--- src/sv/coupled_pwlcm_generator_macros.svh ---
// Assertion macros for the coupled PWLCM generator.
// Used by coupled_pwlcm_generator.sv; expects clk and rst_n in scope.
`ifndef COUPLED_PWLCM_GENERATOR_MACROS_SVH
`define COUPLED_PWLCM_GENERATOR_MACROS_SVH

// Same-cycle implication, checked out of reset
`define CPW_ASSERT_NOW(label, ante, cons, msg) \
  label: assert property (@(posedge clk) disable iff (!rst_n) (ante) |-> (cons)) \
    else $error(msg);

// Next-cycle implication, checked out of reset
`define CPW_ASSERT_NEXT(label, ante, cons, msg) \
  label: assert property (@(posedge clk) disable iff (!rst_n) (ante) |=> (cons)) \
    else $error(msg);

`endif

--- src/sv/cpwlcm_pkg.sv ---
// Shared constants and codes for the coupled PWLCM generator.
// No dependencies; imported by coupled_pwlcm_generator.
package cpwlcm_pkg;

  // Default map word width
  localparam int WORD_BITS_DEF = 32;

  // Fixed port widths
  localparam int PARAM_W    = 31;
  localparam int SEED_W     = 32;
  localparam int KS_W       = 32;
  localparam int CFG_ADDR_W = 1;

  // Control parameter value after reset
  localparam logic [PARAM_W-1:0] PARAM_RESET = PARAM_W'(1073741823);

  // Opcodes
  localparam logic OP_LOAD = 1'b0;
  localparam logic OP_STEP = 1'b1;

  // Register indexes
  localparam logic [CFG_ADDR_W-1:0] REG_PARAM_A = CFG_ADDR_W'(0);
  localparam logic [CFG_ADDR_W-1:0] REG_PARAM_B = CFG_ADDR_W'(1);

endpackage

--- src/sv/coupled_pwlcm_generator.sv ---
// Coupled PWLCM generator: two cross-coupled piecewise linear chaotic maps.
// Depends on cpwlcm_pkg and coupled_pwlcm_generator_macros.svh.
//
// One transaction at a time. A step transaction runs each map through a
// region-select state and three passes through the single WORD_BITS x WORD_BITS
// multiplier (a map at zero skips the multiplier), then the finish state forms
// the keystream word and shifts the maps once the output register is free. A
// load transaction is paced by the radix-2 restoring divider that computes the
// four reciprocals one quotient bit per cycle, and then emits a zero result.
// in_ready is high only between transactions; a finished result sits in the
// output register while the next transaction is accepted.
`include "coupled_pwlcm_generator_macros.svh"

module coupled_pwlcm_generator
  import cpwlcm_pkg::*;
#(
  parameter int WORD_BITS = WORD_BITS_DEF
) (
  input  logic                  clk,
  input  logic                  rst_n,
  // configuration
  input  logic                  cfg_we,
  input  logic [CFG_ADDR_W-1:0] cfg_addr,
  input  logic [PARAM_W-1:0]    cfg_wdata,
  // input transaction
  input  logic                  in_valid,
  output logic                  in_ready,
  input  logic                  in_opcode,
  input  logic [SEED_W-1:0]     in_seed_a,
  input  logic [SEED_W-1:0]     in_seed_b,
  input  logic                  in_bit,
  // result transaction
  output logic                  out_valid,
  input  logic                  out_ready,
  output logic [KS_W-1:0]       out_keystream,
  output logic                  out_feedback_bit
);

  localparam int W      = WORD_BITS;
  localparam int W2     = 2 * WORD_BITS;
  localparam int DCNT_W = $clog2(W2);

  localparam logic [DCNT_W-1:0] DCNT_LAST = DCNT_W'(W2 - 1);
  localparam logic [63:0] M1_64   = (64'd1 << W) - 64'd1;
  localparam logic [63:0] HALF_64 = 64'd1 << (W - 1);
  localparam logic [W2-1:0] NUMER = {{W{1'b1}}, {W{1'b0}}};
  localparam logic [W-1:0]  ZERO_MAP_NEXT = {{(W-1){1'b1}}, 1'b0};

  // multiplier pass codes
  localparam logic [1:0] MUL_LL = 2'd0;
  localparam logic [1:0] MUL_LH = 2'd1;
  localparam logic [1:0] MUL_HL = 2'd2;

  typedef enum logic [2:0] {
    ST_IDLE,
    ST_DIV,
    ST_SEL,
    ST_MUL,
    ST_FIN
  } state_t;

  state_t             state_r;
  logic [PARAM_W-1:0] param_a_r, param_b_r;
  logic [W-1:0]       map_a_r, map_b_r;
  logic [W2-1:0]      recip_r [4];
  logic               s_r, load_r, sel_r, rhi_r;
  logic [W2-1:0]      op_r;
  logic [W-1:0]       acc_r;
  logic [1:0]         mcnt_r, div_idx_r;
  logic [DCNT_W-1:0]  div_cnt_r;
  logic [63:0]        rem_r;
  logic [W2-1:0]      quo_r;
  logic               out_valid_r, out_fb_r;
  logic [KS_W-1:0]    out_ks_r;

  assign in_ready         = (state_r == ST_IDLE);
  assign out_valid        = out_valid_r;
  assign out_keystream    = out_ks_r;
  assign out_feedback_bit = out_fb_r;

  // Divisor for the reciprocal being computed
  logic [63:0] divisor;
  always_comb begin
    case (div_idx_r)
      2'd0:    divisor = 64'(param_a_r);
      2'd1:    divisor = HALF_64 - 64'(param_a_r);
      2'd2:    divisor = 64'(param_b_r);
      default: divisor = HALF_64 - 64'(param_b_r);
    endcase
  end

  // One restoring division step
  logic [64:0]   rem_sh, rem_sub;
  logic          div_ge;
  logic [63:0]   rem_nxt;
  logic [W2-1:0] quo_nxt, recip_nxt;
  assign rem_sh    = {rem_r, quo_r[W2-1]};
  assign div_ge    = (rem_sh >= {1'b0, divisor});
  assign rem_sub   = rem_sh - {1'b0, divisor};
  assign rem_nxt   = div_ge ? rem_sub[63:0] : rem_sh[63:0];
  assign quo_nxt   = {quo_r[W2-2:0], div_ge};
  assign recip_nxt = (divisor == 64'd0) ? {W2{1'b1}} : quo_nxt;

  // Region select for the current map
  logic [63:0]   x64, p64, m1p, op64;
  logic          in_r1, in_r2, in_r3, in_r4, is_zero_case;
  assign x64   = 64'(sel_r ? map_b_r : map_a_r);
  assign p64   = 64'(sel_r ? param_b_r : param_a_r);
  assign m1p   = M1_64 - p64;
  assign in_r1 = (x64 != 64'd0) && (x64 <= p64);
  assign in_r2 = (x64 > p64) && (x64 <= HALF_64);
  assign in_r3 = (x64 > HALF_64) && (x64 <= m1p);
  assign in_r4 = (x64 > m1p) && (x64 <= M1_64);
  assign is_zero_case = !(in_r1 || in_r2 || in_r3 || in_r4);

  always_comb begin
    if (in_r1)      op64 = x64;
    else if (in_r2) op64 = x64 - p64;
    else if (in_r3) op64 = m1p - x64;
    else            op64 = M1_64 - x64;
  end

  // Shared multiplier: bits [2W-1:W] of op * recip, taken as three partial products
  logic [W2-1:0] recip_sel, prod;
  logic [W-1:0]  mul_a, mul_b, acc_sum;
  assign recip_sel = recip_r[{sel_r, rhi_r}];
  always_comb begin
    case (mcnt_r)
      MUL_LL: begin
        mul_a = op_r[W-1:0];
        mul_b = recip_sel[W-1:0];
      end
      MUL_LH: begin
        mul_a = op_r[W-1:0];
        mul_b = recip_sel[W2-1:W];
      end
      default: begin
        mul_a = op_r[W2-1:W];
        mul_b = recip_sel[W-1:0];
      end
    endcase
  end
  assign prod    = W2'(mul_a) * W2'(mul_b);
  assign acc_sum = acc_r + prod[W-1:0];

  // Sequencer, state and registered outputs
  always_ff @(posedge clk) begin
    if (!rst_n) begin
      state_r     <= ST_IDLE;
      param_a_r   <= PARAM_RESET;
      param_b_r   <= PARAM_RESET;
      map_a_r     <= '0;
      map_b_r     <= '0;
      for (int i = 0; i < 4; i++) recip_r[i] <= '0;
      out_valid_r <= 1'b0;
      mcnt_r      <= MUL_LL;
      div_idx_r   <= 2'd0;
      div_cnt_r   <= '0;
      sel_r       <= 1'b0;
      rhi_r       <= 1'b0;
      load_r      <= 1'b0;
    end else begin
      // register writes
      if (cfg_we) begin
        case (cfg_addr)
          REG_PARAM_A: param_a_r <= cfg_wdata;
          REG_PARAM_B: param_b_r <= cfg_wdata;
          default: ;
        endcase
      end

      // result taken; ST_FIN refills the register itself
      if (out_valid_r && out_ready && (state_r != ST_FIN)) out_valid_r <= 1'b0;

      case (state_r)
        ST_IDLE: begin
          if (in_valid) begin
            s_r   <= in_bit;
            sel_r <= 1'b0;
            if (in_opcode == OP_LOAD) begin
              load_r    <= 1'b1;
              map_a_r   <= in_seed_a[W-1:0];
              map_b_r   <= in_seed_b[W-1:0];
              div_idx_r <= 2'd0;
              div_cnt_r <= '0;
              rem_r     <= '0;
              quo_r     <= NUMER;
              state_r   <= ST_DIV;
            end else begin
              load_r  <= 1'b0;
              state_r <= ST_SEL;
            end
          end
        end

        // one quotient bit per cycle, four reciprocals in turn
        ST_DIV: begin
          if (div_cnt_r == DCNT_LAST) begin
            recip_r[div_idx_r] <= recip_nxt;
            rem_r     <= '0;
            quo_r     <= NUMER;
            div_cnt_r <= '0;
            if (div_idx_r == 2'd3) state_r <= ST_FIN;
            else div_idx_r <= div_idx_r + 2'd1;
          end else begin
            rem_r     <= rem_nxt;
            quo_r     <= quo_nxt;
            div_cnt_r <= div_cnt_r + DCNT_W'(1);
          end
        end

        // pick region; a map at zero goes straight to M1 - 1
        ST_SEL: begin
          if (is_zero_case) begin
            if (sel_r) begin
              map_b_r <= ZERO_MAP_NEXT;
              state_r <= ST_FIN;
            end else begin
              map_a_r <= ZERO_MAP_NEXT;
              sel_r   <= 1'b1;
            end
          end else begin
            op_r    <= op64[W2-1:0];
            rhi_r   <= in_r2 || in_r3;
            mcnt_r  <= MUL_LL;
            state_r <= ST_MUL;
          end
        end

        // accumulate bits [2W-1:W] of the product
        ST_MUL: begin
          case (mcnt_r)
            MUL_LL: begin
              acc_r  <= prod[W2-1:W];
              mcnt_r <= MUL_LH;
            end
            MUL_LH: begin
              acc_r  <= acc_sum;
              mcnt_r <= MUL_HL;
            end
            default: begin
              mcnt_r <= MUL_LL;
              if (sel_r) begin
                map_b_r <= acc_sum;
                state_r <= ST_FIN;
              end else begin
                map_a_r <= acc_sum;
                sel_r   <= 1'b1;
                state_r <= ST_SEL;
              end
            end
          endcase
        end

        // emit result once the output register is free; a step also shifts in s
        ST_FIN: begin
          if (!out_valid_r || out_ready) begin
            out_valid_r <= 1'b1;
            if (load_r) begin
              out_ks_r <= '0;
              out_fb_r <= 1'b0;
            end else begin
              out_ks_r <= KS_W'(map_a_r ^ map_b_r);
              out_fb_r <= (s_r & map_a_r[W-1]) ^ map_b_r[0];
              map_a_r  <= {map_a_r[W-2:0], s_r};
              map_b_r  <= {s_r, map_b_r[W-1:1]};
            end
            state_r <= ST_IDLE;
          end
        end

        default: state_r <= ST_IDLE;
      endcase
    end
  end

  // Checks
  logic fin_emit;
  assign fin_emit = (state_r == ST_FIN) && (!out_valid_r || out_ready);

  `CPW_ASSERT_NEXT(a_busy_after_accept, in_valid && in_ready, !in_ready, "accepted while busy")
  `CPW_ASSERT_NEXT(a_fin_emits, fin_emit, out_valid_r && in_ready, "result not emitted")
  `CPW_ASSERT_NOW(a_mul_pass, state_r == ST_MUL, mcnt_r <= MUL_HL, "bad multiplier pass")

endmodule
--- config.mk ---
export PLATFORM = sky130hd
export DESIGN_NAME = coupled_pwlcm_generator
export DESIGN_NICKNAME = d
export VERILOG_FILES = /design/src/sv/cpwlcm_pkg.sv /design/src/sv/coupled_pwlcm_generator.sv
export VERILOG_INCLUDE_DIRS = /design/src /design/src/sv
export SDC_FILE = /design/constraint.sdc
export NUM_CORES = 2
export LEC_CHECK = 0
export ABC_AREA = 1
export BUFFER_PORTS_ARGS = -buffer_cell sky130_fd_sc_hd__buf_2
export CORE_MARGIN = 2
export CORE_UTILIZATION = 55
export DETAILED_ROUTE_END_ITERATION = 8
export PLACE_DENSITY = 0.71
export SLEW_MARGIN = 10
export SYNTH_ARGS = -nofsm -noshare
export SYNTH_HDL_FRONTEND = slang
export SYNTH_SLANG_ARGS = --single-unit
--- constraint.sdc ---
create_clock -name clk -period 9.9 [get_ports clk]
set_input_delay 0 -clock clk [delete_from_list [all_inputs] [get_ports clk]]
set_output_delay 0 -clock clk [all_outputs]
set_load 0.02 [all_outputs]
==> summary.txt <==
Drt
  • WL/cell: ~23 um
  • DR pass1 iterations: 9
  • Via density: slightly below 6
  • Initial DRC count: roughly 7300
  • Antenna-violating nets left: 0
  • DRC viols: 0
  • Via count: around 68000
  • Total Routed Length: around 270000 um

Setup path
  • Worst Setup Start Kind: register
  • Worst path required time: 10.32 ns
  • Critical Path Fanout Max: 50
  • Crit end category: register
  • Worst Path Arrival: 10.06 ns
  • Crit Path Class: reg -> reg
  • Most frequent CP cell: fa_1
  • Max stage delay cell, worst path: nor4_1
  • CP peak stage delay: between 0.6 and 0.7 ns

GRT
  • Largest net degree at the start of global routing: between 100 and 150
  • Initial antenna violation count: 11
  • First-pass GRT wire length: slightly above 400000 um
  • GRT Residual Overflow: 0
  • Vias in the first global route: 67300
  • GRT Overall Usage: around two fifths

Die
  • Initial Util: a little under three fifths
  • Die X: between 300 and 400 um
  • Die area: 137000 um^2
  • Total core area: around 130000 um^2
  • FP Rows: approximately 130
  • I/O pin cnt: roughly 140
  • Die H: 370 um

Worst hold path
  • Worst min-delay path category: in -> reg

Timing
  • Final period util: between 90% and 100%
  • Worst Max-Slew Pin Slew: 1.23 ns
  • Final setup fails: 0
  • Hold Vio Cnt, Final: 0
  • Final setup skew: roughly 0.079 ns
  • Slew Viols, Final: 0
  • Fmax: 104 MHz
  • Rel. slew slack: 17.7%
  • Min cycle time layout: approximately 9.6 ns

Final layout
  • Nets: ~11000
  • Share of post-route cells with drive strength above 1: 7.03%
  • Non-Filler Instances: around 12000
  • Synthesis-to-finish area growth: 10.1%
  • Post-route cell area: a little over 80000 um^2

Place
  • Placed Cells: about 11000
  • Port Buffers: approximately 140
  • Gpl congestion: 1.09
  • Post-DP HPWL: approximately 210000 um
  • Placement-stage cell area: between 70000 and 80000 um^2

Clock tree
  • Bufs on Longest Clock Path: 3
  • CTS root buffer: clkbuf_16
  • Num CTS Buffers: slightly above 70
  • H-tree depth: 3
  • Worst skew pair latency: 0.73 ns
  • # clock sinks: 627
  • Register clock-pin slew on the reported worst setup and hold paths: around 0.060 ns
  • Clock tree from TritonCTS: done

Yosys
  • Post-synthesis sequential area ratio: between 20% and 30%
  • Synth Instances: approximately 9500
  • Seq cells post-synth: ~630
  • Top_reg_cell synth: edfxtp_1
  • Post-Syn Area: around 74000 um^2
  • Syn nets: approximately 11000
  • Number of synthesized flops with an enable pin: roughly 480
  • Yosys warnings: 0
  • Syn Area/Cell: 7.75 um^2
  • Async set-reset flop share out of synthesis: 0%
  • Netlist cell types: 56

Outcome
  • Outcome: finished clean

Flow run
  • Max_cap viols: 0
## Yosys cell counts, types with 11 or more instances
| cell | instances | area [um^2] |
|---|---|---|
| clkbuf_1 | 332 | 1250 |
| nand4_1 | 60 | 375 |
| a21boi_0 | 18 | 135 |
| o22ai_1 | 16 | 100 |
| xnor2_1 | 46 | 403 |
| a21oi_1 | 636 | 3180 |
| edfxtp_1 | 484 | 14500 |
| or2_2 | 26 | 163 |
| o211ai_1 | 83 | 623 |
| o21a_1 | 11 | 82.6 |
| buf_2 | 34 | 170 |
| buf_6 | 32 | 360 |
| inv_1 | 1642 | 6160 |
| a31oi_1 | 13 | 81.3 |
| nand2_1 | 2010 | 7540 |
| fa_1 | 900 | 18000 |
| o2111ai_1 | 39 | 342 |
| nor4_1 | 14 | 87.6 |
| xor2_1 | 89 | 780 |
| clkinv_1 | 27 | 101 |
| nand3b_1 | 20 | 150 |
| o221ai_1 | 66 | 578 |
| nor2_1 | 1351 | 5070 |
| inv_2 | 19 | 71.3 |
| buf_1 | 21 | 78.8 |
| o21bai_1 | 23 | 173 |
| dfxtp_1 | 143 | 2860 |
| ha_1 | 425 | 5320 |
| a21o_1 | 25 | 188 |
| o21ai_1 | 46 | 230 |
| nand3_1 | 249 | 1250 |
| nor3_1 | 57 | 285 |
| o21ai_0 | 509 | 2550 |
## path summary, 6_finish.rpt
kind               from    endpoint  slack (ns)  depth (start not counted)
max               rhi_r   acc_r[21]        0.27                         29
min              in_bit         s_r        0.06                          2
max reg2reg       rhi_r   acc_r[21]        0.27                         29
min reg2reg  map_b_r[6]  map_b_r[6]        0.48                          2
## metal layers
layer | up-vias | global-route usage [%] | routed length (um) | part of all wire [%]
met5 | - | 0 | 95 | 0.035
met4 | 14 | 20.3 | 17100 | 6.3
met3 | 786 | 8.94 | 27400 | 10
met2 | 3554 | 60.9 | 118000 | 44
met1 | 32900 | 51.5 | 106000 | 39
li1 | 30300 | - | - | -
## critical path, delay by kind of cell, from the launching register on
kind / cells / cell delay, ns
flops: 1 / 0.43
buf+inv: 7 / 1.71
fa+ha+maj: 9 / 4.73
simple gates: 9 / 1.77
compound gates: 4 / 0.68
## cells by family (layout without fill, tap and decap cells)
kind of cell | count (synthesis) | in the layout | share of synthesized area [%]
DFF | 627 | 627 | 23.6
xor gates and xnor gates | 135 | 135 | 1.60
AOI/OAI and AO/OA | 1512 | 1512 | 11.5
and+or+nand+nor | 3818 | 3818 | 20.5
buffers and inverters | 2117 | 2376 | 11.2
adders and majority gates | 1325 | 1325 | 31.6
other | 0 | 2 | 0
## timing repair
item                       4_1_cts  5_1_grt
setup buffers                    0       21
setup endpoints to repair        0       48
hold endpoints to repair       136        0
resized for setup                0       81
hold buffers                   122        0
## placed cells by master (no fill, tap or decap), types with 60 or more instances in the layout
| cell type | count |
|---|---|
| a21oi_1 | 634 |
| fa_1 | 900 |
| nand2_1 | 1997 |
| dfxtp_1 | 141 |
| nand4_1 | 60 |
| inv_1 | 1629 |
| dlygate4sd3_1 | 122 |
| buf_4 | 266 |
| xor2_1 | 81 |
| o21ai_0 | 489 |
| nand3_1 | 246 |
| edfxtp_1 | 484 |
| o221ai_1 | 66 |
| ha_1 | 422 |
| nor2_1 | 1342 |
| buf_2 | 136 |
| o211ai_1 | 83 |
| clkbuf_16 | 76 |
## sequential cells by signal, summed over array words and instances, names as in the netlist
register and count:
quo_r 64, recip_r 256, out_keystream 32, map_b_r 32, div_idx_r 2, mcnt_r 2
param_b_r 31, map_a_r 32, rhi_r 1, s_r 1, load_r 1, out_valid 1
sel_r 1, param_a_r 31, acc_r 32, div_cnt_r 6, state_r 3, rem_r 64
out_feedback_bit 1, op_r 34
## final cells by class
type | count | area [um^2]
antenna | 2 | 5.00
timing repair buffer | 556 | 4500
inverter | 1689 | 6400
multi-input combinational | 6790 | 48500
clock inverter | 29 | 334
fill | 12200 | 52000
clock buffer | 102 | 1920
tap | 1768 | 2210
sequential | 627 | 17400
## stage by stage
stage	hold slack, ns	TNS [ns]	util (%)	setup slack (ns)
floorplan	0.0989	0	-	1.15
global placement	0.230	0	57.9	0.168
detailed placement	0.233	0	57.9	0.0937
CTS	0.0175	0	60.6	0.0209
global route	0.0569	-0.0215	61.0	-0.0194
finish	0.0636	0	61.0	0.265
Power is left out: the tool's default activity adds up to more than one toggle a clock period on the data nets, which glitch-free logic cannot reach.
